[config.mk]
export PLATFORM = sky130hd
export DESIGN_NAME = weighted_random_peer_selector
export DESIGN_NICKNAME = d
export VERILOG_FILES = /design/src/wrps_pkg.sv /design/src/wrps_mod.sv /design/src/weighted_random_peer_selector.sv
export SDC_FILE = /design/constraint.sdc
export NUM_CORES = 2
export LEC_CHECK = 0
export ABC_AREA = 1
export ABC_CLOCK_PERIOD_IN_PS = 6750
export BUFFER_PORTS_ARGS = -buffer_cell sky130_fd_sc_hd__buf_2
export CORE_MARGIN = 2
export CORE_UTILIZATION = 60
export DETAILED_ROUTE_END_ITERATION = 6
export PLACE_DENSITY = 0.79
export RECOVER_POWER = 100
export SLEW_MARGIN = 20
export SYNTH_ARGS = -nofsm -noshare
export SYNTH_HDL_FRONTEND = slang
export SYNTH_HIERARCHICAL = 1
export SYNTH_SLANG_ARGS = --single-unit
[constraint.sdc]
create_clock -name clk_i -period 6.75 [get_ports clk_i]
set_input_delay 0.3375 -clock clk_i [delete_from_list [all_inputs] [get_ports clk_i]]
set_output_delay 0.3375 -clock clk_i [all_outputs]
set_load 0.03 [all_outputs]
[src/wrps_pkg.sv]
// Package for the weighted random peer selector.
// Types, codes and sizing constants shared by the top level and the modulo unit.
`timescale 1ns / 1ps
package wrps_pkg;

  localparam int unsigned TABLE_DEPTH = 64;
  localparam int unsigned PEER_BITS   = 6;
  localparam int unsigned CNT_BITS    = 7;
  localparam int unsigned WEIGHT_BITS = 8;
  localparam int unsigned SUM_BITS    = 14;
  localparam int unsigned CONN_BITS   = 16;
  localparam int unsigned RND_BITS    = 31;
  localparam int unsigned RETRY_BITS  = 8;
  localparam int unsigned PROD_BITS   = CONN_BITS + WEIGHT_BITS;
  localparam int unsigned STEP_BITS   = $clog2(RND_BITS);

  localparam logic [SUM_BITS-1:0]   TOTAL_MAX   = '1;
  localparam logic [CONN_BITS-1:0]  CONN_MAX    = '1;
  localparam logic [RETRY_BITS-1:0] RETRY_MAX   = '1;
  localparam logic [RETRY_BITS-1:0] RETRY_RESET = 8'd20;

  typedef enum logic [1:0] {
    CMD_LOAD    = 2'd0,
    CMD_STATUS  = 2'd1,
    CMD_SESSION = 2'd2,
    CMD_DRAW    = 2'd3
  } cmd_e;

  typedef enum logic [1:0] {
    RES_ACK      = 2'd0,
    RES_AGAIN    = 2'd1,
    RES_SELECTED = 2'd2,
    RES_FALLBACK = 2'd3
  } res_e;

  typedef enum logic [1:0] {
    CFG_TWO_CHOICE  = 2'd0,
    CFG_PEER_COUNT  = 2'd1,
    CFG_RETRY_LIMIT = 2'd2,
    CFG_NONE        = 2'd3
  } cfg_e;

  typedef enum logic [3:0] {
    ST_IDLE,
    ST_MOD,
    ST_SREAD,
    ST_SCMP,
    ST_CREAD,
    ST_CHECK,
    ST_FREAD,
    ST_MUL,
    ST_CMP
  } state_e;

  typedef struct packed {
    cmd_e                   command;
    logic [PEER_BITS-1:0]   peer_index;
    logic [WEIGHT_BITS-1:0] peer_weight;
    logic [CONN_BITS-1:0]   conn_count;
    logic                   available;
    logic [RND_BITS-1:0]    random_word;
  } in_t;

  typedef struct packed {
    res_e                 status;
    logic [PEER_BITS-1:0] chosen_peer;
  } out_t;

endpackage

[src/wrps_mod.sv]
// Restoring remainder unit: random word modulo total weight, one bit per cycle.
// Depends on wrps_pkg.
`timescale 1ns / 1ps
module wrps_mod (
  input  logic                           clk_i,
  input  logic                           rst_ni,
  input  logic                           start_i,
  input  logic [wrps_pkg::RND_BITS-1:0]  dividend_i,
  input  logic [wrps_pkg::SUM_BITS-1:0]  divisor_i,
  output logic                           done_o,
  output logic [wrps_pkg::SUM_BITS-1:0]  rem_o
);
  import wrps_pkg::*;

  localparam logic [STEP_BITS-1:0] LAST_STEP = STEP_BITS'(RND_BITS - 1);

  logic                  busy_q, busy_d;
  logic                  done_q, done_d;
  logic [STEP_BITS-1:0]  cnt_q, cnt_d;
  logic [RND_BITS-1:0]   dvd_q, dvd_d;
  logic [SUM_BITS-1:0]   rem_q, rem_d;
  logic [SUM_BITS-1:0]   dsr_q, dsr_d;
  logic [SUM_BITS:0]     trial;

  assign trial = {rem_q, dvd_q[RND_BITS-1]};

  always_comb begin
    busy_d = busy_q;
    done_d = 1'b0;
    cnt_d  = cnt_q;
    dvd_d  = dvd_q;
    rem_d  = rem_q;
    dsr_d  = dsr_q;
    if (start_i) begin
      busy_d = 1'b1;
      cnt_d  = '0;
      dvd_d  = dividend_i;
      rem_d  = '0;
      dsr_d  = divisor_i;
    end else if (busy_q) begin
      dvd_d = {dvd_q[RND_BITS-2:0], 1'b0};
      if (trial >= {1'b0, dsr_q}) begin
        rem_d = SUM_BITS'(trial - {1'b0, dsr_q});
      end else begin
        rem_d = trial[SUM_BITS-1:0];
      end
      cnt_d = cnt_q + 1'b1;
      if (cnt_q == LAST_STEP) begin
        busy_d = 1'b0;
        done_d = 1'b1;
      end
    end
  end

  always_ff @(posedge clk_i or negedge rst_ni) begin
    if (!rst_ni) begin
      busy_q <= 1'b0;
      done_q <= 1'b0;
      cnt_q  <= '0;
    end else begin
      busy_q <= busy_d;
      done_q <= done_d;
      cnt_q  <= cnt_d;
    end
  end

  always_ff @(posedge clk_i) begin
    dvd_q <= dvd_d;
    rem_q <= rem_d;
    dsr_q <= dsr_d;
  end

  assign done_o = done_q;
  assign rem_o  = rem_q;

  a_done_after_busy: assert property (@(posedge clk_i) disable iff (!rst_ni)
    done_q |-> !busy_q) else $error("modulo done while busy");
  a_start_idle: assert property (@(posedge clk_i) disable iff (!rst_ni)
    start_i |-> !busy_q) else $error("modulo restarted while busy");
  a_done_pulse: assert property (@(posedge clk_i) disable iff (!rst_ni)
    done_q |=> !done_q) else $error("modulo done held");

endmodule

[src/weighted_random_peer_selector.sv]
// Weighted random peer selector: top level, command sequencer and peer tables.
// Depends on wrps_pkg and wrps_mod.
//
//  channel  | direction | handshake                   | payload
//  ---------+-----------+-----------------------------+----------------------
//  in       | input     | in_valid_i / in_stall_o     | in_item_i  (in_t)
//  out      | output    | out_valid_o / out_stall_i   | out_item_o (out_t)
//  cfg      | input     | cfg_we_i                    | cfg_idx_i, cfg_data_i
//
// Load, status, session and immediate fallback items: result at the next edge.
// Other draws: the bit-serial modulo unit, then one to six binary search steps
// (each a table read and a compare), then candidate read and check; a second
// two-choice candidate adds a read of the first, a multiply and a compare.
// Reset is asynchronous; the status table reads as zero until written.
// A waiting result stalls the input, and a draw holds its final step until then.
`timescale 1ns / 1ps
module weighted_random_peer_selector (
  input  logic               clk_i,
  input  logic               rst_ni,
  input  logic               in_valid_i,
  output logic               in_stall_o,
  input  wrps_pkg::in_t      in_item_i,
  output logic               out_valid_o,
  input  logic               out_stall_i,
  output wrps_pkg::out_t     out_item_o,
  input  logic               cfg_we_i,
  input  logic [1:0]         cfg_idx_i,
  input  logic [7:0]         cfg_data_i
);
  import wrps_pkg::*;

  localparam int unsigned RNG_W  = SUM_BITS + WEIGHT_BITS;
  localparam int unsigned STAT_W = 1 + CONN_BITS;

  state_e                 state_q, state_d;
  logic                   two_q;
  logic [CNT_BITS-1:0]    pc_q;
  logic [RETRY_BITS-1:0]  lim_q;
  logic [SUM_BITS-1:0]    total_q, total_d;
  logic [TABLE_DEPTH-1:0] tried_q, tried_d;
  logic [RETRY_BITS-1:0]  retry_q, retry_d;
  logic                   fcv_q, fcv_d;
  logic [PEER_BITS-1:0]   first_q, first_d;
  logic [SUM_BITS-1:0]    x_q, x_d;
  logic [CNT_BITS-1:0]    lo_q, lo_d, hi_q, hi_d;
  logic [PEER_BITS-1:0]   rd_addr_q, rd_addr_d;
  logic [PEER_BITS-1:0]   cand_q, cand_d;
  logic [CONN_BITS-1:0]   conn_c_q, conn_c_d, conn_f_q, conn_f_d;
  logic [WEIGHT_BITS-1:0] w_c_q, w_c_d;
  logic                   avail_f_q, avail_f_d;
  logic [PROD_BITS-1:0]   prod_c_q, prod_c_d, prod_f_q, prod_f_d;
  logic                   out_valid_q, out_valid_d;
  out_t                   out_q, out_d;

  logic [RNG_W-1:0]       rng_mem [TABLE_DEPTH];
  logic [STAT_W-1:0]      stat_mem [TABLE_DEPTH];
  logic [TABLE_DEPTH-1:0] stat_vld_q, stat_vld_d;
  logic [RNG_W-1:0]       rd_rng_q;
  logic [STAT_W-1:0]      rd_stat_q;

  logic                   rng_we, stat_we;
  logic [PEER_BITS-1:0]   rng_wa, stat_wa;
  logic [RNG_W-1:0]       rng_wd;
  logic [STAT_W-1:0]      stat_wd;

  logic                   fin_ok, in_acc, draw_fb, srch_more, chk_pair, mod_start, mod_done;
  logic [SUM_BITS-1:0]    mod_rem;
  logic [CNT_BITS-1:0]    n_eff, nlo, nhi;
  logic [SUM_BITS-1:0]    rd_start;
  logic [WEIGHT_BITS-1:0] rd_w;
  logic                   rd_avail;
  logic [CONN_BITS-1:0]   rd_conn;
  logic                   rej;
  logic                   do_sel, do_fail, fail_keep;
  logic [PEER_BITS-1:0]   sel_peer;
  logic [CONN_BITS-1:0]   sel_conn;
  logic                   sel_avail;
  logic [RETRY_BITS-1:0]  retry_inc;
  logic [SUM_BITS-1:0]    load_base;
  logic [SUM_BITS:0]      load_sum;

  assign fin_ok     = !out_valid_q || !out_stall_i;
  assign in_stall_o = (state_q != ST_IDLE) || !fin_ok;
  assign in_acc     = in_valid_i && !in_stall_o;

  assign n_eff    = (pc_q > CNT_BITS'(TABLE_DEPTH)) ? CNT_BITS'(TABLE_DEPTH) : pc_q;
  assign draw_fb  = (n_eff <= CNT_BITS'(1)) || (retry_q > lim_q) || (total_q == '0);
  assign rd_start = rd_rng_q[RNG_W-1:WEIGHT_BITS];
  assign rd_w     = rd_rng_q[WEIGHT_BITS-1:0];
  assign rd_avail = rd_stat_q[STAT_W-1];
  assign rd_conn  = rd_stat_q[CONN_BITS-1:0];

  assign nlo       = (x_q < rd_start) ? lo_q : {1'b0, rd_addr_q};
  assign nhi       = (x_q < rd_start) ? {1'b0, rd_addr_q} : hi_q;
  assign srch_more = (nhi - nlo) > CNT_BITS'(1);

  assign rej       = (two_q && fcv_q && cand_q == first_q) || tried_q[cand_q] || !rd_avail;
  assign chk_pair  = !rej && two_q && fcv_q;
  assign retry_inc = (retry_q == RETRY_MAX) ? RETRY_MAX : retry_q + 1'b1;

  assign load_base = (in_item_i.peer_index == '0) ? '0 : total_q;
  assign load_sum  = {1'b0, load_base} + (SUM_BITS+1)'(in_item_i.peer_weight);

  assign mod_start = (state_q == ST_IDLE) && in_acc && in_item_i.command == CMD_DRAW
                     && !draw_fb;

  wrps_mod u_mod (
    .clk_i      (clk_i),
    .rst_ni     (rst_ni),
    .start_i    (mod_start),
    .dividend_i (in_item_i.random_word),
    .divisor_i  (total_q),
    .done_o     (mod_done),
    .rem_o      (mod_rem)
  );

  // next state
  always_comb begin
    state_d = state_q;
    unique case (state_q)
      ST_IDLE:  if (mod_start) state_d = ST_MOD;
      ST_MOD:   if (mod_done) state_d = ST_SREAD;
      ST_SREAD: state_d = ST_SCMP;
      ST_SCMP:  state_d = srch_more ? ST_SREAD : ST_CREAD;
      ST_CREAD: state_d = ST_CHECK;
      ST_CHECK: if (fin_ok) state_d = chk_pair ? ST_FREAD : ST_IDLE;
      ST_FREAD: state_d = ST_MUL;
      ST_MUL:   state_d = ST_CMP;
      ST_CMP:   if (fin_ok) state_d = ST_IDLE;
      default:  state_d = ST_IDLE;
    endcase
  end

  // datapath and outputs
  always_comb begin
    total_d    = total_q;
    tried_d    = tried_q;
    retry_d    = retry_q;
    fcv_d      = fcv_q;
    first_d    = first_q;
    x_d        = x_q;
    lo_d       = lo_q;
    hi_d       = hi_q;
    rd_addr_d  = rd_addr_q;
    cand_d     = cand_q;
    conn_c_d   = conn_c_q;
    w_c_d      = w_c_q;
    conn_f_d   = conn_f_q;
    avail_f_d  = avail_f_q;
    prod_c_d   = prod_c_q;
    prod_f_d   = prod_f_q;
    stat_vld_d = stat_vld_q;
    out_valid_d = out_valid_q && out_stall_i;
    out_d      = out_q;
    rng_we     = 1'b0;
    rng_wa     = in_item_i.peer_index;
    rng_wd     = {load_base, in_item_i.peer_weight};
    stat_we    = 1'b0;
    stat_wa    = in_item_i.peer_index;
    stat_wd    = {in_item_i.available, in_item_i.conn_count};
    do_sel     = 1'b0;
    do_fail    = 1'b0;
    fail_keep  = 1'b0;
    sel_peer   = cand_q;
    sel_conn   = rd_conn;
    sel_avail  = 1'b1;

    unique case (state_q)
      ST_IDLE: begin
        if (in_acc) begin
          unique case (in_item_i.command)
            CMD_LOAD: begin
              rng_we  = 1'b1;
              total_d = load_sum[SUM_BITS] ? TOTAL_MAX : load_sum[SUM_BITS-1:0];
              out_valid_d = 1'b1;
              out_d   = '{status: RES_ACK, chosen_peer: '0};
            end
            CMD_STATUS: begin
              stat_we = 1'b1;
              stat_vld_d[in_item_i.peer_index] = 1'b1;
              out_valid_d = 1'b1;
              out_d   = '{status: RES_ACK, chosen_peer: '0};
            end
            CMD_SESSION: begin
              tried_d = '0;
              retry_d = '0;
              fcv_d   = 1'b0;
              first_d = '0;
              out_valid_d = 1'b1;
              out_d   = '{status: RES_ACK, chosen_peer: '0};
            end
            CMD_DRAW: begin
              if (draw_fb) begin
                fcv_d = 1'b0;
                out_valid_d = 1'b1;
                out_d = '{status: RES_FALLBACK, chosen_peer: '0};
              end
            end
            default: ;
          endcase
        end
      end
      ST_MOD: begin
        if (mod_done) begin
          x_d       = mod_rem;
          lo_d      = '0;
          hi_d      = n_eff;
          rd_addr_d = PEER_BITS'(n_eff >> 1);
        end
      end
      ST_SCMP: begin
        lo_d = nlo;
        hi_d = nhi;
        if (srch_more) begin
          rd_addr_d = PEER_BITS'(({1'b0, nlo} + {1'b0, nhi}) >> 1);
        end else begin
          cand_d    = nlo[PEER_BITS-1:0];
          rd_addr_d = nlo[PEER_BITS-1:0];
        end
      end
      ST_CHECK: begin
        if (fin_ok) begin
          if (rej) begin
            do_fail = 1'b1;
          end else if (two_q && !fcv_q) begin
            do_fail   = 1'b1;
            fail_keep = 1'b1;
          end else if (two_q) begin
            conn_c_d  = rd_conn;
            w_c_d     = rd_w;
            rd_addr_d = first_q;
          end else begin
            do_sel = 1'b1;
          end
        end
      end
      ST_MUL: begin
        prod_c_d  = PROD_BITS'(conn_c_q) * PROD_BITS'(rd_w);
        prod_f_d  = PROD_BITS'(rd_conn) * PROD_BITS'(w_c_q);
        conn_f_d  = rd_conn;
        avail_f_d = rd_avail;
      end
      ST_CMP: begin
        if (fin_ok) begin
          do_sel = 1'b1;
          if (prod_c_q > prod_f_q) begin
            sel_peer  = first_q;
            sel_conn  = conn_f_q;
            sel_avail = avail_f_q;
          end else begin
            sel_conn  = conn_c_q;
          end
        end
      end
      default: ;
    endcase

    if (do_fail) begin
      retry_d = retry_inc;
      if (fail_keep) begin
        fcv_d   = 1'b1;
        first_d = cand_q;
      end
      out_valid_d = 1'b1;
      if (retry_inc > lim_q) begin
        fcv_d = 1'b0;
        out_d = '{status: RES_FALLBACK, chosen_peer: '0};
      end else begin
        out_d = '{status: RES_AGAIN, chosen_peer: '0};
      end
    end

    if (do_sel) begin
      stat_we = 1'b1;
      stat_wa = sel_peer;
      stat_wd = {sel_avail, (sel_conn == CONN_MAX) ? CONN_MAX : sel_conn + 1'b1};
      stat_vld_d[sel_peer] = 1'b1;
      tried_d[sel_peer]    = 1'b1;
      fcv_d       = 1'b0;
      out_valid_d = 1'b1;
      out_d       = '{status: RES_SELECTED, chosen_peer: sel_peer};
    end
  end

  // tables: no write falls in a cycle whose read is used, so no forwarding
  always_ff @(posedge clk_i) begin
    if (rng_we) rng_mem[rng_wa] <= rng_wd;
    rd_rng_q <= rng_mem[rd_addr_q];
  end

  always_ff @(posedge clk_i) begin
    if (stat_we) stat_mem[stat_wa] <= stat_wd;
    rd_stat_q <= stat_vld_q[rd_addr_q] ? stat_mem[rd_addr_q] : '0;
  end

  always_ff @(posedge clk_i or negedge rst_ni) begin
    if (!rst_ni) begin
      state_q     <= ST_IDLE;
      two_q       <= 1'b0;
      pc_q        <= CNT_BITS'(1);
      lim_q       <= RETRY_RESET;
      total_q     <= '0;
      tried_q     <= '0;
      retry_q     <= '0;
      fcv_q       <= 1'b0;
      first_q     <= '0;
      stat_vld_q  <= '0;
      out_valid_q <= 1'b0;
    end else begin
      state_q     <= state_d;
      total_q     <= total_d;
      tried_q     <= tried_d;
      retry_q     <= retry_d;
      fcv_q       <= fcv_d;
      first_q     <= first_d;
      stat_vld_q  <= stat_vld_d;
      out_valid_q <= out_valid_d;
      if (cfg_we_i) begin
        unique case (cfg_e'(cfg_idx_i))
          CFG_TWO_CHOICE:  two_q <= cfg_data_i[0];
          CFG_PEER_COUNT:  pc_q  <= cfg_data_i[CNT_BITS-1:0];
          CFG_RETRY_LIMIT: lim_q <= cfg_data_i;
          default: ;
        endcase
      end
    end
  end

  always_ff @(posedge clk_i) begin
    x_d_reg: begin
      x_q       <= x_d;
      lo_q      <= lo_d;
      hi_q      <= hi_d;
      rd_addr_q <= rd_addr_d;
      cand_q    <= cand_d;
      conn_c_q  <= conn_c_d;
      w_c_q     <= w_c_d;
      conn_f_q  <= conn_f_d;
      avail_f_q <= avail_f_d;
      prod_c_q  <= prod_c_d;
      prod_f_q  <= prod_f_d;
      out_q     <= out_d;
    end
  end

  assign out_valid_o = out_valid_q;
  assign out_item_o  = out_q;

  a_sel_tried: assert property (@(posedge clk_i) disable iff (!rst_ni)
    out_valid_q && out_q.status == RES_SELECTED |-> tried_q[out_q.chosen_peer])
    else $error("selected peer not marked tried");
  a_mod_done_state: assert property (@(posedge clk_i) disable iff (!rst_ni)
    mod_done |-> state_q == ST_MOD) else $error("modulo result outside draw");
  a_search_window: assert property (@(posedge clk_i) disable iff (!rst_ni)
    state_q == ST_SCMP |-> hi_q > lo_q) else $error("search window empty");
  a_no_overlap: assert property (@(posedge clk_i) disable iff (!rst_ni)
    stat_we |-> state_q == ST_IDLE || state_q == ST_CHECK || state_q == ST_CMP)
    else $error("status write outside its slots");

endmodule

# --- Yosys cells after proc, flatten, opt, wreduce, memory -nomap -nowiden ---
# Memories as Yosys holds them, arrays and structs flattened. A register that Yosys moved wholly into a read port is not among the register bits.
# Index checks and enable logic that the tools add are counted.
classes:
  n_reduce_logical: 55
  eq_ne: 26
  addsub: 7
  n_mul: 2
  bitwise: 6
  magnitude_cmp: 14
  n_mux: 117
op_table:
  columns: ["cell", "n"]
  rows:
  - ["two-way mux 64 bit", 8]
  - ["OR 64 bit", 3]
  - ["two-way mux 6 bit", 16]
  - ["two-way mux 8 bit", 10]
  - ["two-way mux 16 bit", 4]
  - ["two-way mux 31 bit", 2]
  - ["multiplier 16 x 8 -> 24 bit", 2]
  - ["two-way mux 1 bit", 48]
  - ["two-way mux 14 bit", 3]
  - ["one-hot mux 4 bit (9 select lines)", 1]
  - ["two-way mux 7 bit", 5]
  - ["< comparator 6 x 7 -> 1 bit, second input constant", 4]
  - ["one-hot mux 7 bit (2 select lines)", 2]
  - ["greater-than comparator 24 bit", 1]
  - ["one-hot mux 6 bit (3 select lines)", 1]
  - ["two-way mux 17 bit", 1]
  - ["adder 16 x 1 -> 16 bit, second input constant", 1]
  - ["equality test 16 bit, second input constant", 1]
  - ["equality test 4 x 3 -> 1 bit, second input constant", 4]
  - ["greater-than comparator 8 bit", 2]
  - ["two-way mux 4 bit", 4]
  - ["one-hot mux 8 bit (2 select lines)", 1]
  - ["adder 14 x 8 -> 15 bit", 1]
  - ["greater-or-equal comparator 15 x 14 -> 1 bit", 1]
  - ["other kinds (44)", 101]
word_totals:
  memories: 2
  word_cells: 259
  output_inout_bits: 10
  ramBits: 2496
  input_bits: 79
  ff_bits: 381
memory_table:
  columns: ["name", "depth", "word_bits", "rd", "rd_clocked_by_memory_dff", "wr", "line_no", "source"]
  rows:
  - ["rng_mem", 64, 22, 1, 1, 1, "weighted_random_peer_selector.sv:55", "logic [RNG_W-1:0] rng_mem [TABLE_DEPTH];"]
  - ["stat_mem", 64, 17, 1, 1, 1, "weighted_random_peer_selector.sv:56", "logic [STAT_W-1:0] stat_mem [TABLE_DEPTH];"]

# --- Logic depth before layout (Yosys ltp) ---
depth:
  ltp_word: 13
  ltp_mapped: 27
  mapped_depth_nobuf: 25

# --- Hierarchy ---
# Netlist, hierarchy kept.
modules_own_cells:
  columns: ["mod", "cells_each", "area_per_inst_um2", "instances", "seq_area_each_um2"]
  rows:
  - ["weighted_random_peer_selector", 10523, 123547.2, 1, 84284.6]
  - ["wrps_mod", 441, 3557.2, 1, 1806.7]

# --- Worst setup path after synthesis ---
# Ideal clock, no wire load.
synth_path:
  path_type: "register to register"
  startpoint: "reg prod_c_q[23]"
  endpoint: "mem stat_mem[0][4] (netlist name) (data pin)"
  synth_period_minus_slack_ps: 4904
  setup_ps: 588
  setup_slack_ps: 1846
  n_path_buf: 1
  stages_incl_launch_ff: 18
  required_time_ps: 6162
  t_arrival_ps: 4316
  path_cell_list: "edfxtp_1 > ha_1 > nand2_1 > nor2_1 > nand2_1 > nor2_4 > nand2_2 > nand3_4 > nand2_2 > buf_2 > nand2_1 > nand3_1 > nand2_2 > ha_1 > nand3_1 > nor2_2 > nand4_4 > a31oi_1"
synth_between:
  elab_chain_cells: 7
  elab_cells_between_ends: 8
  classes_between: "1 x add/sub; 1 x order compare; 1 x eq/ne; 5 x mux"
synth_rtl:
  columns: ["element", "line_no", "source"]
  rows:
  - ["start, declared", "weighted_random_peer_selector.sv:51", "logic [PROD_BITS-1:0] prod_c_q, prod_c_d, prod_f_q, prod_f_d;"]
  - ["start signal, assigned", "weighted_random_peer_selector.sv:340", "prod_c_q <= prod_c_d;"]
  - ["greater-than comparator 24 bit *", "weighted_random_peer_selector.sv:246", "if (prod_c_q > prod_f_q) begin"]
  - ["two-way mux 16 bit *", "weighted_random_peer_selector.sv:246", null]
  - ["two-way mux 16 bit *", "weighted_random_peer_selector.sv:244", "if (fin_ok) begin"]
  - ["two-way mux 16 bit *", "weighted_random_peer_selector.sv:168", "unique case (state_q)"]
  - ["adder 16 x 1 -> 16 bit or equality test 16 bit (tied branches)", "weighted_random_peer_selector.sv:276", "stat_wd = {sel_avail, (sel_conn == CONN_MAX) ? CONN_MAX : sel_conn + 1'b1};"]
  - ["two-way mux 16 bit *", "weighted_random_peer_selector.sv:276", null]
  - ["two-way mux 17 bit *", "weighted_random_peer_selector.sv:273", "if (do_sel) begin"]
  - ["net stat_wd[4]", "weighted_random_peer_selector.sv:64", "logic [STAT_W-1:0] stat_wd;"]
  - ["end, declared", "weighted_random_peer_selector.sv:56", null]
# Mark *: on every way through the listed nets, which the timed path passes. The rest lies on a longest branch.

# --- Worst setup path after layout ---
layout_path:
  startpoint: "reg state_q[2]"
  endpoint: "mem rng_mem[49][18] (netlist name) (enable)"
layout_between:
  elab_chain_cells: 8
  elab_cells_between_ends: 9
  classes_between: "4 x mux; 5 x reduce/logical"
layout_rtl:
  columns: ["element", "line_no", "source"]
  rows:
  - ["start, declared", "weighted_random_peer_selector.sv:35", "state_e state_q, state_d;"]
  - ["start signal, assigned", "weighted_random_peer_selector.sv:310", "state_q <= state_d;"]
  - ["nonzero test 4 bit", "weighted_random_peer_selector.sv:83", "assign in_stall_o = (state_q != ST_IDLE) || !fin_ok;"]
  - ["logical OR 1 bit", "weighted_random_peer_selector.sv:83", null]
  - ["zero test 1 bit", "weighted_random_peer_selector.sv:84", "assign in_acc = in_valid_i && !in_stall_o;"]
  - ["logical AND 1 bit", "weighted_random_peer_selector.sv:84", null]
  - ["two-way mux 1 bit", "weighted_random_peer_selector.sv:170", "if (in_acc) begin"]
  - ["two-way mux 1 bit *", "weighted_random_peer_selector.sv:168", null]
  - ["two-way mux 1 bit *", "weighted_random_peer_selector.sv:287", "if (rng_we) rng_mem[rng_wa] <= rng_wd;"]
  - ["two-way mux 1 bit (implied by the code) *", "weighted_random_peer_selector.sv:287", null]
  - ["end, declared", "weighted_random_peer_selector.sv:55", null]
# Every way passes the cells marked *; elsewhere a longest branch is shown, timed or not.

==> run metrics <==
Fin. Hold Viols=0; routing usage on met3=between 8 and 9%; Starting Density=60.5%; Placed Cells=approximately 13000; multi-input logic area=35700 µm²; Clock Latency Late Sink=970 ps; fin cells=14018; Total Die Area=about 220000 µm²; root buffer cell=clkbuf_16; Async SR Flop Fraction=6.34%; Worst slew margin=-252%; worst-path maximum fanout=between 50 and 60; delay-heaviest family, CP=buffers and inverters; yosys warns=6; Final GP Congestion=approximately 0.93; Reg2Reg Setup Slack=roughly 480 ps; register area share after synthesis=67.7%; DRT Wirelength=368000 µm; Max Clock Skew=82.5 ps; met2 usage=52.0%; number of synthesized flops with an enable pin=2676; Total GRT Usage=33.6%; Hold Path Class=primary input to register; area leader, netlist=edfxtp_1; number of I/O pins=between 80 and 90; crit path buf inv count=6; status=finished, violations left; Yosys cell types=58; CTS tree=done; ratio of final minimum period to clock period=92.9%; grt met1 use=44.1%; CTS H-tree depth=5; Port Buf Inserts=88; 1st-iter DRT viols=between 10000 and 15000; HPWL Detailed=211000 µm; Post-CTS Repair Setup Buffers=0; Layout fillers=14288; die width=roughly 460 µm; Layout area overhead=10.4%; Lkg Pwr=50.5 nW; via count=91709; required time worst endpoint=7290 ps; CP Capture Type=register; Startpoint Class=register; first-pass GRT wire length=546000 µm; WS Path Type=register to register; crit path cell chain=nor2_1 -> inv_1 -> nor2_1 -> inv_1 -> nor2_1 -> nand2_1 -> nor3_1 -> clkbuf_1 -> clkinvlp_2 -> clkbuf_2 -> nor3_1 -> clkbuf_1; power per cell area=between 400 and 500 nW/µm²; Final Critical Period=6270 ps; Netlist Area Pre-Place=127000 µm²; post-route cell area=140000 µm²; Slew Limit Fails=2497; layout cells sized above 1=7.11%; CTS sink cnt=2916; Synth top area share=between 60 and 70%; register area=roughly 86000 µm²; DRT Pass-1 Iters=7; failing checks=DRC, capacitance limit, slew limit; total grt overflow=0; total CTS buffers=306; wire per inst=roughly 26 µm; ANT nets after route=0; Critical-path top delay cell=clkbuf_1; clock transition at the registers of the reported paths=60 ps; worst hold slack=44.5 ps; top post-synthesis cells by area=edfxtp_1 (63%), o21ai_0 (7.0%), nor2_1 (5.8%); Cells after Synth=10964; die height=464 µm; dominant synthesized flop cell=edfxtp_1; Most Crowded Layer GR=met2; CP dominant cell by count=nor2_1; Slowest Stage Delay on Critical Path=between 1000 and 1500 ps; Max Freq=159 MHz; arrival time at the worst endpoint=6810 ps; core footprint=210000 µm²; syn nets=between 10000 and 15000; Final Total Pwr=0.0663 W; vias in the first global route=about 90000; post-route setup TNS=0 ps; syn avg cell area=11.6 µm²; final net count=11413; maximum vdd ir drop=between 0.0006 and 0.0007 V; clk buf depth=4; Setup-failing EPs final=0; initial antenna violation count=18; post-synthesis register bit count=between 2000 and 3000; row cnt=168; RSZ-0062 raised after global routing=false; DRC Markers=11; Max Cap Violations=63; pin count of the biggest net entering global routing=173; Area after DPL=131000 µm²; worst-margin pin slew=5280 ps; vias per inst=6.54
power by group:
group | switching [W] | total, W | internal [W]
combinational | 0.0197 | 0.0277 | 0.00802
sequential | 0.000590 | 0.0223 | 0.0217
clock | 0.00684 | 0.0162 | 0.00938
state kept, by name, summed over array words and instances, names as in the netlist, 14 cells and up:
| signal | count |
|---|---|
| conn_f_q | 16 |
| rd_stat_q | 17 |
| stat_mem | 1088 |
| tried_q | 64 |
| rng_mem | 1408 |
| x_q | 14 |
| u_mod/rem_o | 14 |
| prod_f_q | 24 |
| conn_c_q | 16 |
| rd_rng_q | 22 |
| prod_c_q | 24 |
| u_mod/dvd_q | 31 |
| stat_vld_q | 64 |
| total_q | 14 |
| u_mod/dsr_q | 14 |
routing by layer:
layer	up-vias	wire length [µm]	part of all wire, %
met5	-	76	0.021
met4	10	22300	6.0
met3	1268	48600	13
met2	6782	169000	46
met1	44545	129000	35
li1	39104	-	-
worst register-to-register path, cell delays in order, from the launching register on:
cell and delay, ps:
dfrtp_1 400, nor2_1 160, inv_1 70, nor2_1 360, inv_1 100, nor2_1 170
nand2_1 160, nor3_1 160, clkbuf_1 630, clkinvlp_2 770, clkbuf_2 940, nor3_1 540
clkbuf_1 1390
final timing paths:
kind	start	end	depth (start not counted)
max	state_q[2]	rng_mem[49][18]	12
min	in_valid_i	fcv_q	6
max reg2reg	state_q[2]	rng_mem[49][18]	12
min reg2reg	stat_vld_q[45]	stat_vld_q[45]	2
max in group asynchronous	rst_ni	stat_vld_q[39]	3
min in group asynchronous	rst_ni	u_mod/cnt_q[4]	2
cell usage after synthesis (30+ instances only):
| cell type | count |
|---|---|
| a21oi_1 | 123 |
| a31oi_1 | 65 |
| buf_2 | 114 |
| clkbuf_1 | 545 |
| dfrtp_1 | 182 |
| dfxtp_1 | 55 |
| edfxtp_1 | 2676 |
| fa_1 | 172 |
| ha_1 | 179 |
| inv_1 | 659 |
| nand2_1 | 1004 |
| nand3_1 | 155 |
| nor2_1 | 1963 |
| nor3_1 | 96 |
| o21ai_0 | 1786 |
| o22ai_1 | 794 |
| o32ai_1 | 30 |
| xor2_1 | 51 |
logic make-up after synthesis:
kind of cell | after synthesis | synth area share [%]
simple gates | 3334 | 10.5
buf+inv | 1384 | 4.25
flops | 2916 | 67.7
compound gates | 2910 | 12.6
fa+ha+maj | 351 | 4.47
xor+xnor | 69 | 0.475
repair_timing:
item,in CTS,in global routing
hold endpoints to repair,191,0
gates resized for setup,0,0
hold buffers,61,0
setup endpoints to repair,0,0
metrics by stage:
stage               setup WS (ps)  util (%)
finish                        479      66.8
global route                  264      66.8
detailed placement           1550      62.4
floorplan                    1850         -
global placement             1530      62.4
CTS                          1350      67.2
area by class of cell:
cell class,count,area share (%)
Multi-Input combinational cell,6664,25.5
Timing Repair Buffer,409,2.03
Antenna cell,11,0.0196
Tap cell,2805,2.50
Sequential cell,2916,61.4
Inverter,686,1.86
Clock inverter,139,0.872
Clock buffer,388,5.86
layout by cell type, fill, tap and decap left out, types with 172 or more instances in the layout:
cell,instances
ha_1,179
nand2_1,1004
fa_1,172
clkbuf_16,313
o21ai_0,1800
edfxtp_1,2676
dfrtp_1,182
o22ai_1,794
inv_1,650
nor2_1,1958
No activity file was read; power rests on OpenSTA's default activity.
